`config.mk`:
```
export PLATFORM = sky130hd
export DESIGN_NAME = sbmt_regs
export DESIGN_NICKNAME = d
export VERILOG_FILES = /design/src/rtl/core/sbmt_pkg.sv /design/src/rtl/core/sbmt_regs.sv
export SDC_FILE = /design/constraint.sdc
export NUM_CORES = 1
export LEC_CHECK = 0
export BUFFER_PORTS_ARGS = -buffer_cell sky130_fd_sc_hd__buf_2
export CAP_MARGIN = 20
export CORE_AREA = 2 2 100 102
export DETAILED_ROUTE_END_ITERATION = 7
export DIE_AREA = 0 0 102 104
export GPL_TIMING_DRIVEN = 0
export SLEW_MARGIN = 20
export SYNTH_ARGS = -nofsm -noshare
export SYNTH_HDL_FRONTEND = slang
export SYNTH_SLANG_ARGS = --single-unit
export TNS_END_PERCENT = 50
```
`constraint.sdc`:
```
create_clock -name i_clk -period 2.8 [get_ports i_clk]
set_clock_uncertainty 0.2 [all_clocks]
set_input_delay 0.14 -clock i_clk [delete_from_list [all_inputs] [get_ports i_clk]]
set_output_delay 0.14 -clock i_clk [all_outputs]
set_load 0.01 [all_outputs]
```
`src/rtl/core/sbmt_pkg.sv`:
```
`timescale 1ns / 1ps
`default_nettype none

package sbmt_pkg;

    localparam int OFF_W   = 40;
    localparam int LEN_W   = 21;
    localparam int ZMASK_W = 16;
    localparam int ADDR_W  = 41;
    localparam int CLEN_W  = 17;
    localparam int ZERO_W  = 16;
    localparam int SIZE_W  = 11;
    localparam int SHIFT_W = 5;
    localparam int BASE_W  = 40;
    localparam int DEV_W   = 27;
    localparam int PADDR_W = 5;
    localparam int PDATA_W = 64;

    localparam logic [SHIFT_W-1:0] SHIFT_MIN = 5'd9;
    localparam logic [SHIFT_W-1:0] SHIFT_MAX = 5'd16;
    localparam logic [SIZE_W-1:0]  SIZE_RST  = 11'd1024;
    localparam logic [SHIFT_W-1:0] SHIFT_RST = 5'd12;

    typedef enum logic [0:0] {
        OP_READ  = 1'b0,
        OP_WRITE = 1'b1
    } t_op;

    typedef enum logic [2:0] {
        ACT_NONE    = 3'd0,
        ACT_RD_ZERO = 3'd1,
        ACT_RD_MAP  = 3'd2,
        ACT_WR_MAP  = 3'd3,
        ACT_WR_NEW  = 3'd4,
        ACT_SKIP    = 3'd5
    } t_action;

    typedef enum logic [1:0] {
        REG_SIZE  = 2'd0,
        REG_SHIFT = 2'd1,
        REG_BASE  = 2'd2
    } t_reg_idx;

    typedef struct packed {
        t_op                op;
        logic [OFF_W-1:0]   byte_offset;
        logic [LEN_W-1:0]   byte_length;
        logic [ZMASK_W-1:0] zero_chunks;
    } t_req;

    typedef struct packed {
        t_action           action;
        logic [ADDR_W-1:0] phys_address;
        logic [CLEN_W-1:0] chunk_length;
        logic [ZERO_W-1:0] lead_zeros;
        logic [ZERO_W-1:0] trail_zeros;
        logic [LEN_W-1:0]  bytes_done;
        logic              truncated;
        logic              last;
    } t_res;

    typedef struct packed {
        logic [SIZE_W-1:0]  size_blocks;
        logic [SHIFT_W-1:0] block_shift;
        logic [BASE_W-1:0]  data_base;
    } t_cfg;

    typedef struct packed {
        logic [ADDR_W-1:0] a;
        logic [ADDR_W-1:0] b;
        logic              sub;
    } t_alu_req;

endpackage

`default_nettype wire

```
`src/rtl/core/sbmt_regs.sv`:
```
`timescale 1ns / 1ps
`default_nettype none

module sbmt_regs (
    input  wire  logic                          i_clk,
    input  wire  logic                          i_rst_n,
    input  wire  logic                          i_psel,
    input  wire  logic                          i_penable,
    input  wire  logic                          i_pwrite,
    input  wire  logic [sbmt_pkg::PADDR_W-1:0]  i_paddr,
    input  wire  logic [sbmt_pkg::PDATA_W-1:0]  i_pwdata,
    output logic       [sbmt_pkg::PDATA_W-1:0]  o_prdata,
    output logic                                o_pready,
    output sbmt_pkg::t_cfg                      o_cfg
);
    import sbmt_pkg::*;

    logic [SIZE_W-1:0]  r_size;
    logic [SHIFT_W-1:0] r_shift;
    logic [BASE_W-1:0]  r_base;
    logic               w_wr;
    t_reg_idx           w_idx;

    assign w_idx    = t_reg_idx'(i_paddr[PADDR_W-1:3]);
    assign w_wr     = i_psel && i_penable && i_pwrite && o_pready;
    assign o_pready = 1'b1;

    always_ff @(posedge i_clk) begin
        if (!i_rst_n) begin
            r_size  <= SIZE_RST;
            r_shift <= SHIFT_RST;
            r_base  <= '0;
        end else if (w_wr) begin
            unique case (w_idx)
                REG_SIZE:  r_size  <= i_pwdata[SIZE_W-1:0];
                REG_SHIFT: r_shift <= i_pwdata[SHIFT_W-1:0];
                REG_BASE:  r_base  <= i_pwdata[BASE_W-1:0];
                default: ;
            endcase
        end
    end

    always_comb begin
        unique case (w_idx)
            REG_SIZE:  o_prdata = PDATA_W'(r_size);
            REG_SHIFT: o_prdata = PDATA_W'(r_shift);
            REG_BASE:  o_prdata = PDATA_W'(r_base);
            default:   o_prdata = '0;
        endcase
    end

    assign o_cfg.size_blocks = r_size;
    assign o_cfg.block_shift = r_shift;
    assign o_cfg.data_base   = r_base;

endmodule

`default_nettype wire

```
---- Word-level counts from Yosys, hierarchy flattened ----
Cells that the tools add are included.
word-level totals
  register bits ........................... 56
  input bits .............................. 74
  output and inout bits ................... 121
  word-level logic and storage cells ...... 12
operators by class
  eq/ne operators ......................... 2
  mux-type cells .......................... 1
  reductions and logical operators ........ 6
operators with widths
  kind                                                             number
  40-bit one-hot mux with 3 select lines                           1
  2-bit AND reduction                                              3
  2-bit by 1-bit == test with 1-bit output, second input constant  1
  2-bit == test, second input constant                             1
  1-bit logical AND                                                2
  2-bit zero test                                                  1

---- Depth between registers and ports, before layout ----
Gate-level depths: netlist of run 1.
  depth in word-level cells ............... 3
  mapped depth ............................ 5
  depth with buffers taken out ............ 3

---- Worst setup path after synthesis of run 1 ----
OpenSTA, ideal clock, no wires.
  path type ............................... input -> output
  start ................................... in i_paddr[3] (netlist bit)
  end ..................................... out o_prdata[11] (netlist bit)
  arrival time ............................ 934 ps
  required time ........................... 2460 ps
  path slack .............................. 1526 ps
  stages on the path ...................... 4
  buffers on the path ..................... 2
  cells stage by stage .................... clkbuf_2 and2b_1 clkbuf_1 and2_1
on the way
  cells in the longest elaborated chain, start to end .. 2
  elaborated cells between the ends (all ways) .. 4
  classes of those cells .................. eq/ne (2); mux (1); reduce/logical (1)
RTL lines
  what                                         line             text
  from (decl)                                  sbmt_regs.sv:10  input wire logic [sbmt_pkg::PADDR_W-1:0] i_paddr,
  2-bit == test, or another cell as far along  sbmt_regs.sv:44  unique case (w_idx)
  40-bit one-hot mux with 3 select lines *     sbmt_regs.sv:44
  to (decl)                                    sbmt_regs.sv:12  output logic [sbmt_pkg::PDATA_W-1:0] o_prdata,
Mark *: on every way between the ends. The rest lies on a longest branch, timed or not.

---- Worst setup path after layout of run 1 ----
  start ................................... in i_paddr[3] (netlist bit)
  end ..................................... out o_prdata[18] (netlist bit)
Same word-level chain as after synthesis.

==> results.txt, run 1 <==
status -> finished, final reports clean
hold_ws -> 52.41 ps
vias per cell -> 4.164
Unique masters post-synth -> 18
DRT iter0 DRCs -> 80
nets -> 605
Yosys top cell by area -> dfxtp_1
max_cap viols -> 0
Flop pwr share -> 0.538
CP max stage delay -> 430 ps
Post-DRT Antenna Nets -> 0
Hold Path Class -> in -> reg
Via Count -> 2,769
Final Setup Violations -> 0
worst hold path startpoint -> i_paddr[3]
DRT Wirelength -> 8418 µm
RSZ-0062 raised after global routing -> no
drt drc -> 0
largest net degree at the start of global routing -> 16
Clock Latency Late Sink -> 300 ps
Buffers on Ports -> 139
total gr overflow -> 0
WP data required -> 2460 ps
Total Neg Setup Slack -> 0 ps
initial core utilization -> 0.2932
CP arrival -> 1350 ps
total internal power -> 0.001133 W
Avg Cell Area, Syn -> 8.696 µm²
Die W -> 102 µm
CP Buf/Inv Count -> 3
# fillers -> 978
reg2reg setup slack -> 1940 ps
Placer Congestion -> 0.7532
area share of the largest cell type after synthesis -> 0.4004
CORE AREA -> 0.009549 mm²
worst vdd ir -> 198.4 µV
CP cell instances -> clkbuf_2 -> and2b_1 -> clkbuf_1 -> and2_1 -> buf_2
initial antenna violation count -> 0
fin area -> 0.004239 mm²
worst reg2reg startpoint -> r_shift[2]$_SDFFE_PN1P_
Cells after Synth -> 322
delay-heaviest family, CP -> buffers and inverters
switching share of power -> 0.2510
Post-Syn Area -> 0.002800 mm²
I/O pin count -> 195
#FFs+latches synth -> 56
Psw -> 0.0003796 W
hold path cells -> 3
clk sinks -> 56
CP Launch Type -> input port
TritonCTS clock tree -> built
gr usage total -> 0.1492
reg-to-reg endpoint -> r_shift[2]$_SDFFE_PN1P_
Tcrit/Tclk final -> 0.6045
Max Root-Sink Buffers -> 2
PwrDens -> 356.8 mW/mm²
fin crit period -> 1693 ps
Worst Path Max Fanout -> 10
Seq/Total Area, Yosys -> 0.4004
Hold Crit Endpoint -> r_size[1]$_SDFFE_PN0P_
root buf cell -> clkbuf_8
top cells by area, synth -> dfxtp_1 (40%), mux2i_1 (24%), nand2_1 (13%)
row count -> 36
Area Growth Syn to Fin -> 51.39%
Placed Area -> 0.003749 mm²
Routed WL per cell -> 12.66 µm
postcts setup bufs -> 0
Final Hold Vio Count -> 0
first-pass GRT wire length -> 12,600 µm
dpl ws -> 1066 ps
hold_buf cts -> 40
Worst setup EP type -> output port
layout cell share with drive strength beyond 1 -> 0.3477
Synth warnings -> 0
Rel. slew slack -> 0.5568
WS Path Type -> in -> out
vias in the first global route -> 2,567
Reg2Reg Depth -> 2
ant diodes -> 0
Post-CTS Resized -> 0
DIE HEIGHT -> 104 µm
Least-Margin Pin Slew -> 661.9 ps
die area -> 0.01061 mm²
1st-pass router iterations -> 4
final worst slack -> 1107 ps
top achievable clock speed -> 590.8 MHz
combinational share of power -> 0.161
leakage -> 2.085 nW
H-tree level count -> 2
CTS Buf Count -> 5
Reg clk slew, reported paths -> 100 ps
DP HPWL -> 6144 µm
Max Slew Vio Count -> 0
clock network fraction of design power -> 0.301
CP max-delay cell -> clkbuf_1
[layout by cell type, fill, tap and decap left out]
cell             n
nor2b_1          6
nor3_1           1
nor2_1           6
buf_4           26
nor3b_4          1
buf_2          145
o21ai_0          5
buf_6            4
clkbuf_2         2
and2_1          29
clkbuf_8         6
nor3b_2          1
dlygate4sd3_1   40
nand3_1          1
and2b_1          1
nand2_1         98
dfxtp_1         56
mux2i_1         67
conb_1          25
clkbuf_1        12
[per-layer routing]
layer,track usage,vias to the layer above,share of wire
met5,0,-,0
met4,0.03905,0,0.015
met3,0.02688,12,0.057
met2,0.2707,116,0.49
met1,0.1776,1248,0.43
li1,-,1393,-
[logic make-up after synthesis]
kind of cell	Yosys count	synth area share
AND/OR/NAND/NOR	144	0.2350
multiplexers	67	0.2395
flip-flops	56	0.4004
buffers and inverters	48	0.1135
AO/OA/AOI/OAI	5	0.008935
other	2	0.002682
[cell type report]
class | instances | area (µm²) | area share
buffer | 48 | 317.8 | 0.07497
clock buffer | 8 | 90.09 | 0.02125
tap | 133 | 166.4 | 0.03926
multi-input combinational | 241 | 1448 | 0.3415
timing repair buffer | 179 | 1096 | 0.2586
sequential | 56 | 1121 | 0.2645
[how the worst max path moves through the flow]
stage	slack [ps]	depth (start not counted)	from	endpoint
2_1_floorplan	1530	4	i_paddr[3]	o_prdata[11]
3_3_place_gp	1090	5	i_paddr[3]	o_prdata[18]
3_5_place_dp	1070	5	i_paddr[3]	o_prdata[18]
4_1_cts	1070	5	i_paddr[3]	o_prdata[18]
5_1_grt	990	5	i_paddr[3]	o_prdata[18]
6_report	1110	5	i_paddr[3]	o_prdata[18]
[cell usage after synthesis]
library cell  number
and2_1            29
buf_4             26
nand2_1           98
nor2b_1            6
nor2_1             6
nor3b_2            1
clkbuf_2           2
mux2i_1           67
dfxtp_1           56
conb_1             2
buf_6              4
o21ai_0            5
nor3_1             1
nor3b_4            1
nand3_1            1
clkbuf_1          10
buf_2              6
and2b_1            1
[through the flow]
| step | utilization | total power, W | cells |
|---|---|---|---|
| 3_5_place_dp | 0.3926 | 0.001032 | 617 |
| 2_1_floorplan | - | 0.0009569 | 345 |
| 3_3_place_gp | 0.3926 | 0.001030 | 617 |
| 6_report | 0.4439 | 0.001513 | 665 |
| 5_1_grt | 0.4439 | 0.001586 | 665 |
| 4_1_cts | 0.4439 | 0.001535 | 665 |
[sequential cells by signal, summed over array words and instances (netlist names)]
signal   cells
r_size      11
r_shift      5
r_base      40
[power by group through the flow]
stage	Clock (W)	Sequential (W)	Combinational [W]
2_1_floorplan	0	0.000836	0.000121
3_3_place_gp	0	0.000832	0.000198
3_5_place_dp	0	0.000832	0.000200
4_1_cts	0.000477	0.000814	0.000244
5_1_grt	0.000503	0.000816	0.000267
6_report	0.000455	0.000814	0.000243
[worst register-to-register path: stages, from the launching register on]
cell,delay (ps)
dfxtp_1,340
nor2b_1,120
mux2i_1,70
Note: power is estimated with default switching activity, not from simulation.
==> run 2: changes to the inputs <==
Clock period 2.8 ns to 1.5 ns, I/O delays scaled along.
==> run 2 against run 1 <==
Cell count rose by 0.15%. Core utilization rose by 0.16 points. Register-to-register slack got worse by 1300 ps. Critical endpoint is now o_prdata[1]. Largest cell class unchanged. Total power rose by 87%.
==> results.txt, run 2 (synthesized netlist as in run 1, its figures left out) <==
DR top layer -> met4
CORE AREA -> 0.009549 mm² (unchanged)
Power Total -> 0.002823 W (+87%)
largest net degree at the start of global routing -> 16 (unchanged)
Reg2Reg Depth -> 2 (unchanged)
Psw -> 0.0007068 W (+86%)
worst vdd ir -> 366.0 µV (+84%)
I/O pin count -> 195 (unchanged)
leakage -> 2.098 nW (+0.63%)
fin crit period -> 1426 ps
vias in the first global route -> 2,575 (+0.31%)
1st-pass router iterations -> 4 (unchanged)
dpl ws -> -104.2 ps (-1170 ps)
Post-DRT Antenna Nets -> 0 (unchanged)
DRT iter0 DRCs -> 61 (-24%)
initial antenna violation count -> 0 (unchanged)
DIE HEIGHT -> 104 µm (unchanged)
most frequent cells in the layout -> buf_2 (144), nand2_1 (98), mux2i_1 (67)
Worst setup EP type -> output port
Rel. slew slack -> 0.5589 (+0.002024)
switching share of power -> 0.2503 (-0.0006400)
Total Neg Setup Slack -> 0 ps (unchanged)
Biggest register -> r_base
reg2reg setup slack -> 640 ps (-1300 ps)
max_cap viols -> 0 (unchanged)
Reg clk slew, reported paths -> 90 ps (about the same)
Placer Congestion -> 0.7532 (unchanged)
Flop pwr share -> 0.538 (about the same)
# fillers -> 977 (-0.10%)
met2 routed WL -> 4173 µm (+0.34%)
root buf cell -> clkbuf_8
gr usage total -> 0.1496 (+0.0004123)
DP HPWL -> 6144 µm (unchanged)
Hold Path Class -> in -> reg
Buffers on Ports -> 139 (unchanged)
H-tree level count -> 2 (unchanged)
drt drc -> 0 (unchanged)
met3 wire len -> 499 µm (+3.5%)
RSZ-0062 raised after global routing -> no
clock network fraction of design power -> 0.300 (about the same)
PwrDens -> 663.7 mW/mm² (+86%)
layout cell share with drive strength beyond 1 -> 0.3508 (+0.003100)
most common cell after layout, fill and taps aside -> buf_2
clk sinks -> 56 (unchanged)
vias per cell -> 4.155 (-0.22%)
worst reg2reg startpoint -> r_shift[2]$_SDFFE_PN1P_
Final Hold Vio Count -> 0 (unchanged)
total gr overflow -> 0 (unchanged)
Area Growth Syn to Fin -> 51.92%
Clock Latency Late Sink -> 310 ps (about the same)
WS Path Type -> reg -> out
CP arrival -> 1150 ps (-200 ps)
Worst Setup SP -> r_shift[1]$_SDFFE_PN0P_
final worst slack -> 74.33 ps (-1033 ps)
combinational share of power -> 0.162 (about the same)
DRT Wirelength -> 8432 µm (+0.17%)
Final Setup Violations -> 0 (unchanged)
TritonCTS clock tree -> built
Tcrit/Tclk final -> 0.9504
CP endpoint -> o_prdata[1]
Die W -> 102 µm (unchanged)
Via Count -> 2,767 (-0.072%)
nets -> 606 (+0.17%)
initial core utilization -> 0.2932 (unchanged)
ant diodes -> 0 (unchanged)
DRT met1 WL -> 3646 µm (-0.11%)
total internal power -> 0.002117 W (+87%)
first-pass GRT wire length -> 12,640 µm (+0.33%)
Largest regs -> r_base (40), r_size (11), r_shift (5)
Max Slew Vio Count -> 0 (unchanged)
Routed WL per cell -> 12.66 µm (about the same)
status -> finished, final reports clean
max FFs per register -> 40 (unchanged)
Worst Path Max Fanout -> 3 (-7)
top achievable clock speed -> 701.4 MHz
die area -> 0.01061 mm² (unchanged)
non-filler cells in the finished layout -> 666 (+0.15%)
CP Launch Type -> flip-flop
Max Root-Sink Buffers -> 2 (unchanged)
reg-to-reg endpoint -> r_shift[2]$_SDFFE_PN1P_
CTS Buf Count -> 5 (unchanged)
WP data required -> 1220 ps (-1240 ps)
Least-Margin Pin Slew -> 658.8 ps (-3.022 ps)
row count -> 36 (unchanged)
DP Cell Count -> 617 (unchanged)
==> run 2: metal layers <==
layer  vias up  global-route usage
met2       113              0.2716
met3        10             0.02755
met5         -                   0
li1       1398                   -
met1      1246              0.1776
met4         0             0.03905
==> run 2: worst max-delay path: stages, from the launching register on <==
cell and delay [ps]:
dfxtp_1 370, mux2i_1 80, o21ai_0 220, buf_2 180
==> run 2: timing repair <==
action	4_1_cts	5_1_grt
endpoints found under the setup margin	20	3
buffers inserted	0	0
gates cloned	0	0
hold endpoints to repair	56	0
hold buffers	41	0
resized for setup	2	1
==> run 2: how the worst min path moves through the flow <==
stage | to | cells after the start | startpoint | slack, ps
after floorplan | r_base[11]$_SDFFE_PN0P_ | 2 | i_pwdata[11] | 20
after global placement | r_base[33]$_SDFFE_PN0P_ | 3 | i_pwdata[33] | 120
after detailed placement | r_base[39]$_SDFFE_PN0P_ | 3 | i_pwdata[39] | 130
after CTS | r_shift[4]$_SDFFE_PN0P_ | 3 | i_paddr[4] | 60
after global routing | r_shift[1]$_SDFFE_PN0P_ | 3 | i_paddr[4] | 60
final | r_shift[4]$_SDFFE_PN0P_ | 3 | i_paddr[4] | 60
==> run 2: final cells by class <==
cell class,count,area (µm²),area share
clock buffers,8,90.09,0.02118
multi-input cells,241,1448,0.3403
repair buffers,180,1106,0.2600
well taps,133,166.4,0.03912
flip-flops and latches,56,1121,0.2635
plain buffers,48,322.8,0.07588
==> run 2: power groups by stage <==
stage	combinational [W]	clock [W]	sequential, W
after global placement	0.000370	0	0.00155
after global routing	0.000501	0.000939	0.00152
final	0.000456	0.000848	0.00152
after detailed placement	0.000373	0	0.00155
after floorplan	0.000226	0	0.00156
after CTS	0.000457	0.000891	0.00152
==> run 2: stage by stage <==
step | hold WS, ps | area, µm² | utilization
2_1_floorplan | 17.12 | 2887 | -
3_3_place_gp | 123.3 | 3749 | 0.3926
3_5_place_dp | 129.0 | 3749 | 0.3926
4_1_cts | 58.83 | 4252 | 0.4452
5_1_grt | 61.03 | 4254 | 0.4455
6_report | 60.37 | 4254 | 0.4455
==> run 3: changes to the inputs <==
Settings changed: ABC_AREA set to 1, CORE_AREA 2 2 100 102 to 2 2 103 105, DIE_AREA 0 0 102 104 to 0 0 105 107.
==> run 3 against run 2 <==
Synthesized area grew 6.2%. The run now ends with negative setup slack left. Combinational power grew 30%. Register-to-register slack lost 480 ps. Via count grew 26%. Critical path type is now in -> reg. Worst setup slack lost 82 ps. Die area grew 5.9%. Routed wire length grew 18%. Hold slack lost 45 ps. Clock power shrank 0.7%.
==> results.txt, run 3 <==
status -> finished, violations left
failing checks -> negative setup slack
RSZ-0062 raised after global routing -> yes
hold_ws -> 14.96 ps (-45.41 ps)
Final Hold Vio Count -> 0 (unchanged)
vias in the first global route -> 3,234 (+26%)
gr usage total -> 0.1755 (+0.02588)
clk sinks -> 56 (unchanged)
Via Count -> 3,490 (+26%)
nets -> 763 (+26%)
CP cell instances -> buf_2 -> nand2_1 -> nor2_4 -> clkbuf_4 -> nand3_1 -> nand2_1 -> dlygate4sd3_1 -> nor2_1
max FFs per register -> 40 (unchanged)
Hold Path Class -> in -> reg
CTS Buf Count -> 5 (unchanged)
Synth warnings -> 0 (unchanged)
xor-xnor portion of the synthesized cell area -> 0 (unchanged)
most common cell after layout, fill and taps aside -> buf_2
Unique masters post-synth -> 17 (-1)
WS Path Type -> in -> reg
Final Setup Violations -> 1 (+1)
simple-gate share of the synthesized area -> 0.3912 (+0.1562)
most frequent cells in the layout -> buf_2 (149), nor2_1 (136), nand2_1 (77)
Reg clk slew, reported paths -> 110 ps (+20 ps)
root buf cell -> clkbuf_8
ys flop type -> dfxtp_1
CP Launch Type -> input port
dpl ws -> 169.5 ps (+273.8 ps)
CP max stage delay -> 560 ps (+190 ps)
WP data required -> 1510 ps (+290 ps)
Placed Area -> 0.003936 mm² (+5.0%)
critical path's most frequent cell -> nand2_1
postcts setup bufs -> 0 (unchanged)
GR Util met3 -> 0.03343 (+0.005881)
Cells after Synth -> 470 (+46%)
top-count cell post-synth -> nor2_1
Area Growth Syn to Fin -> 52.12%
fin crit period -> 1508 ps (+82.18 ps)
Max Slew Vio Count -> 0 (unchanged)
CORE AREA -> 0.01009 mm² (+5.7%)
post-synthesis mux area share -> 0 (-0.2395)
total gr overflow -> 0 (unchanged)
EDFF count, synth -> 0 (unchanged)
FFs w/ async S/R, synth -> 0 (unchanged)
reg-to-reg endpoint -> r_size[10]$_SDFFE_PN1P_
leakage -> 2.430 nW (+16%)
Post-Syn Area -> 0.002974 mm² (+6.2%)
adder-cell share of the synthesized area -> 0 (unchanged)
H-tree level count -> 2 (unchanged)
Yosys top cell by area -> dfxtp_1
I/O pin count -> 195 (unchanged)
DRT iter0 DRCs -> 170 (+180%)
Die W -> 105 µm (+2.9%)
Clock Latency Late Sink -> 300 ps (about the same)
main combinational cell family by area after synthesis -> simple AND/OR/NAND/NOR gates
met1 Usage GRT -> 0.2110 (+0.03345)
Worst Path Max Fanout -> 10 (+7)
CP arrival -> 1520 ps (+370 ps)
Worst setup EP type -> flip-flop
hold path cells -> 5 (+2)
Routed WL per cell -> 12.09 µm (-4.5%)
PwrDens -> 659.0 mW/mm² (-0.70%)
largest net degree at the start of global routing -> 18 (+2)
ant diodes -> 0 (unchanged)
worst vdd ir -> 394.2 µV (+7.7%)
DIE HEIGHT -> 107 µm (+2.9%)
first-pass GRT wire length -> 15,960 µm (+26%)
Largest regs -> r_base (40), r_size (11), r_shift (5)
die area -> 0.01124 mm² (+5.9%)
initial core utilization -> 0.2947 (+0.001455)
layout cell share with drive strength beyond 1 -> 0.2986 (-0.05229)
DRT Wirelength -> 9987 µm (+18%)
1st-pass router iterations -> 4 (unchanged)
top cells by area, synth -> dfxtp_1 (38%), nor2_1 (17%), nand3_1 (10%)
fin area -> 0.004524 mm² (+6.4%)
compound-gate portion of the synthesized area -> 0.01935 (+0.01042)
GR Util met2 -> 0.3261 (+0.05445)
Buffers on Ports -> 141 (+1.4%)
GR peak layer -> met2
Total Neg Setup Slack -> -7.856 ps (-7.856 ps)
Hold Crit Endpoint -> r_shift[4]$_SDFFE_PN0P_
max_cap viols -> 0 (unchanged)
row count -> 37 (+2.8%)
worst hold path startpoint -> i_paddr[3]
Biggest register -> r_base
Reg2Reg Depth -> 3 (+1)
Commonest cells post-synth -> nor2_1 (138), nand2_1 (77), inv_1 (69)
final worst slack -> -7.856 ps (-82.18 ps)
TritonCTS clock tree -> built
Avg Cell Area, Syn -> 6.328 µm² (-27%)
top achievable clock speed -> 663.2 MHz (-5.5%)
reg2reg setup slack -> 160 ps (-480 ps)
vias per cell -> 4.225 (+1.7%)
Post-DRT Antenna Nets -> 0 (unchanged)
area share of the largest cell type after synthesis -> 0.3769 (-0.02341)
CP max-delay cell -> dlygate4sd3_1
Max Root-Sink Buffers -> 2 (unchanged)
DP HPWL -> 7199 µm (+17%)
initial antenna violation count -> 0 (unchanged)
drt drc -> 0 (unchanged)
worst reg2reg startpoint -> r_size[10]$_SDFFE_PN1P_
Placer Congestion -> 0.7963 (+5.7%)
Tcrit/Tclk final -> 1.005 (+0.05479)
#FFs+latches synth -> 56 (unchanged)
Seq/Total Area, Yosys -> 0.3769 (-0.02341)
[run 3: cell types whose count changed in the layout (fill, tap and decap cells not counted), sizes merged, moves of 2 or more]
cell         previous run  this run
nor2b                   6         0
clkinv                  0         3
nor3b                   2         0
and2                   29         0
nand3                   1        62
clkbuf                 21         8
a22o                    0         6
o21ai                   5         1
inv                     0        72
nand2                  98        78
nor2                    6       142
buf                   174       189
dlygate4sd3            41        48
mux2i                  67         0
[run 3: per-stage QoR]
stage	util	total power (W)	cells
finish	0.4483	0.002982	826
CTS	0.4463	0.003015	826
detailed placement	0.3900	0.002074	770
global placement	0.3900	0.002067	770
global route	0.4483	0.003153	826
floorplan	-	0.001891	493
[run 3: kinds of logic (layout without fill, tap and decap cells)]
| group | after synthesis | after routing |
|---|---|---|
| AO/OA/AOI/OAI | 7 | 7 |
| AND/OR/NAND/NOR | 282 | 282 |
| flip-flops | 56 | 56 |
| buffers and inverters | 123 | 320 |
| other | 2 | 25 |
[run 3: repair_timing]
item,4_1_cts,5_1_grt
resized for setup,0,6
endpoints found under the setup margin,0,6
hold endpoints to repair,56,0
hold buffers,48,0
[run 3: layout make-up]
type / count / area, µm²
clock buffers: 5 / 68.82
clock inverters: 3 / 18.77
inverters: 72 / 270.3
plain buffers: 51 / 359.1
fillers: 1073 / 5568
repair buffers: 189 / 1186
multi-input cells: 314 / 1330
well taps: 136 / 170.2
flip-flops and latches: 56 / 1121
[run 3: worst max path at each step]
stage                from                       to  slack (ps)  cells after the start
5_1_grt         i_penable  r_base[38]$_SDFFE_PN0P_         -50                      8
3_5_place_dp    i_penable   r_base[9]$_SDFFE_PN0P_         170                      7
3_3_place_gp    i_penable   r_base[9]$_SDFFE_PN0P_         180                      7
6_report        i_penable  r_base[38]$_SDFFE_PN0P_          -8                      8
2_1_floorplan  i_paddr[3]             o_prdata[11]         540                      5
4_1_cts         i_penable  r_base[39]$_SDFFE_PN0P_          20                      8
[run 3: critical path, delay by kind of cell]
kind | cells | cell delay [ps]
buffers and inverters | 3 | 930
AND/OR/NAND/NOR | 5 | 510
[run 3: per-layer routing]
layer  part of all wire  up-vias
met5                  0        -
met4             0.0093        0
met3              0.063       11
met2               0.49      138
met1               0.44     1562
li1                   -     1779
[run 3: power breakdown]
| group | leakage, nW | switching, W | internal (W) |
|---|---|---|---|
| logic | 1.93 | 0.000313 | 0.000282 |
| registers | 0.453 | 0.0000256 | 0.00152 |
| clock network | 0.0479 | 0.000514 | 0.000328 |
| total | 2.43 | 0.000853 | 0.00213 |
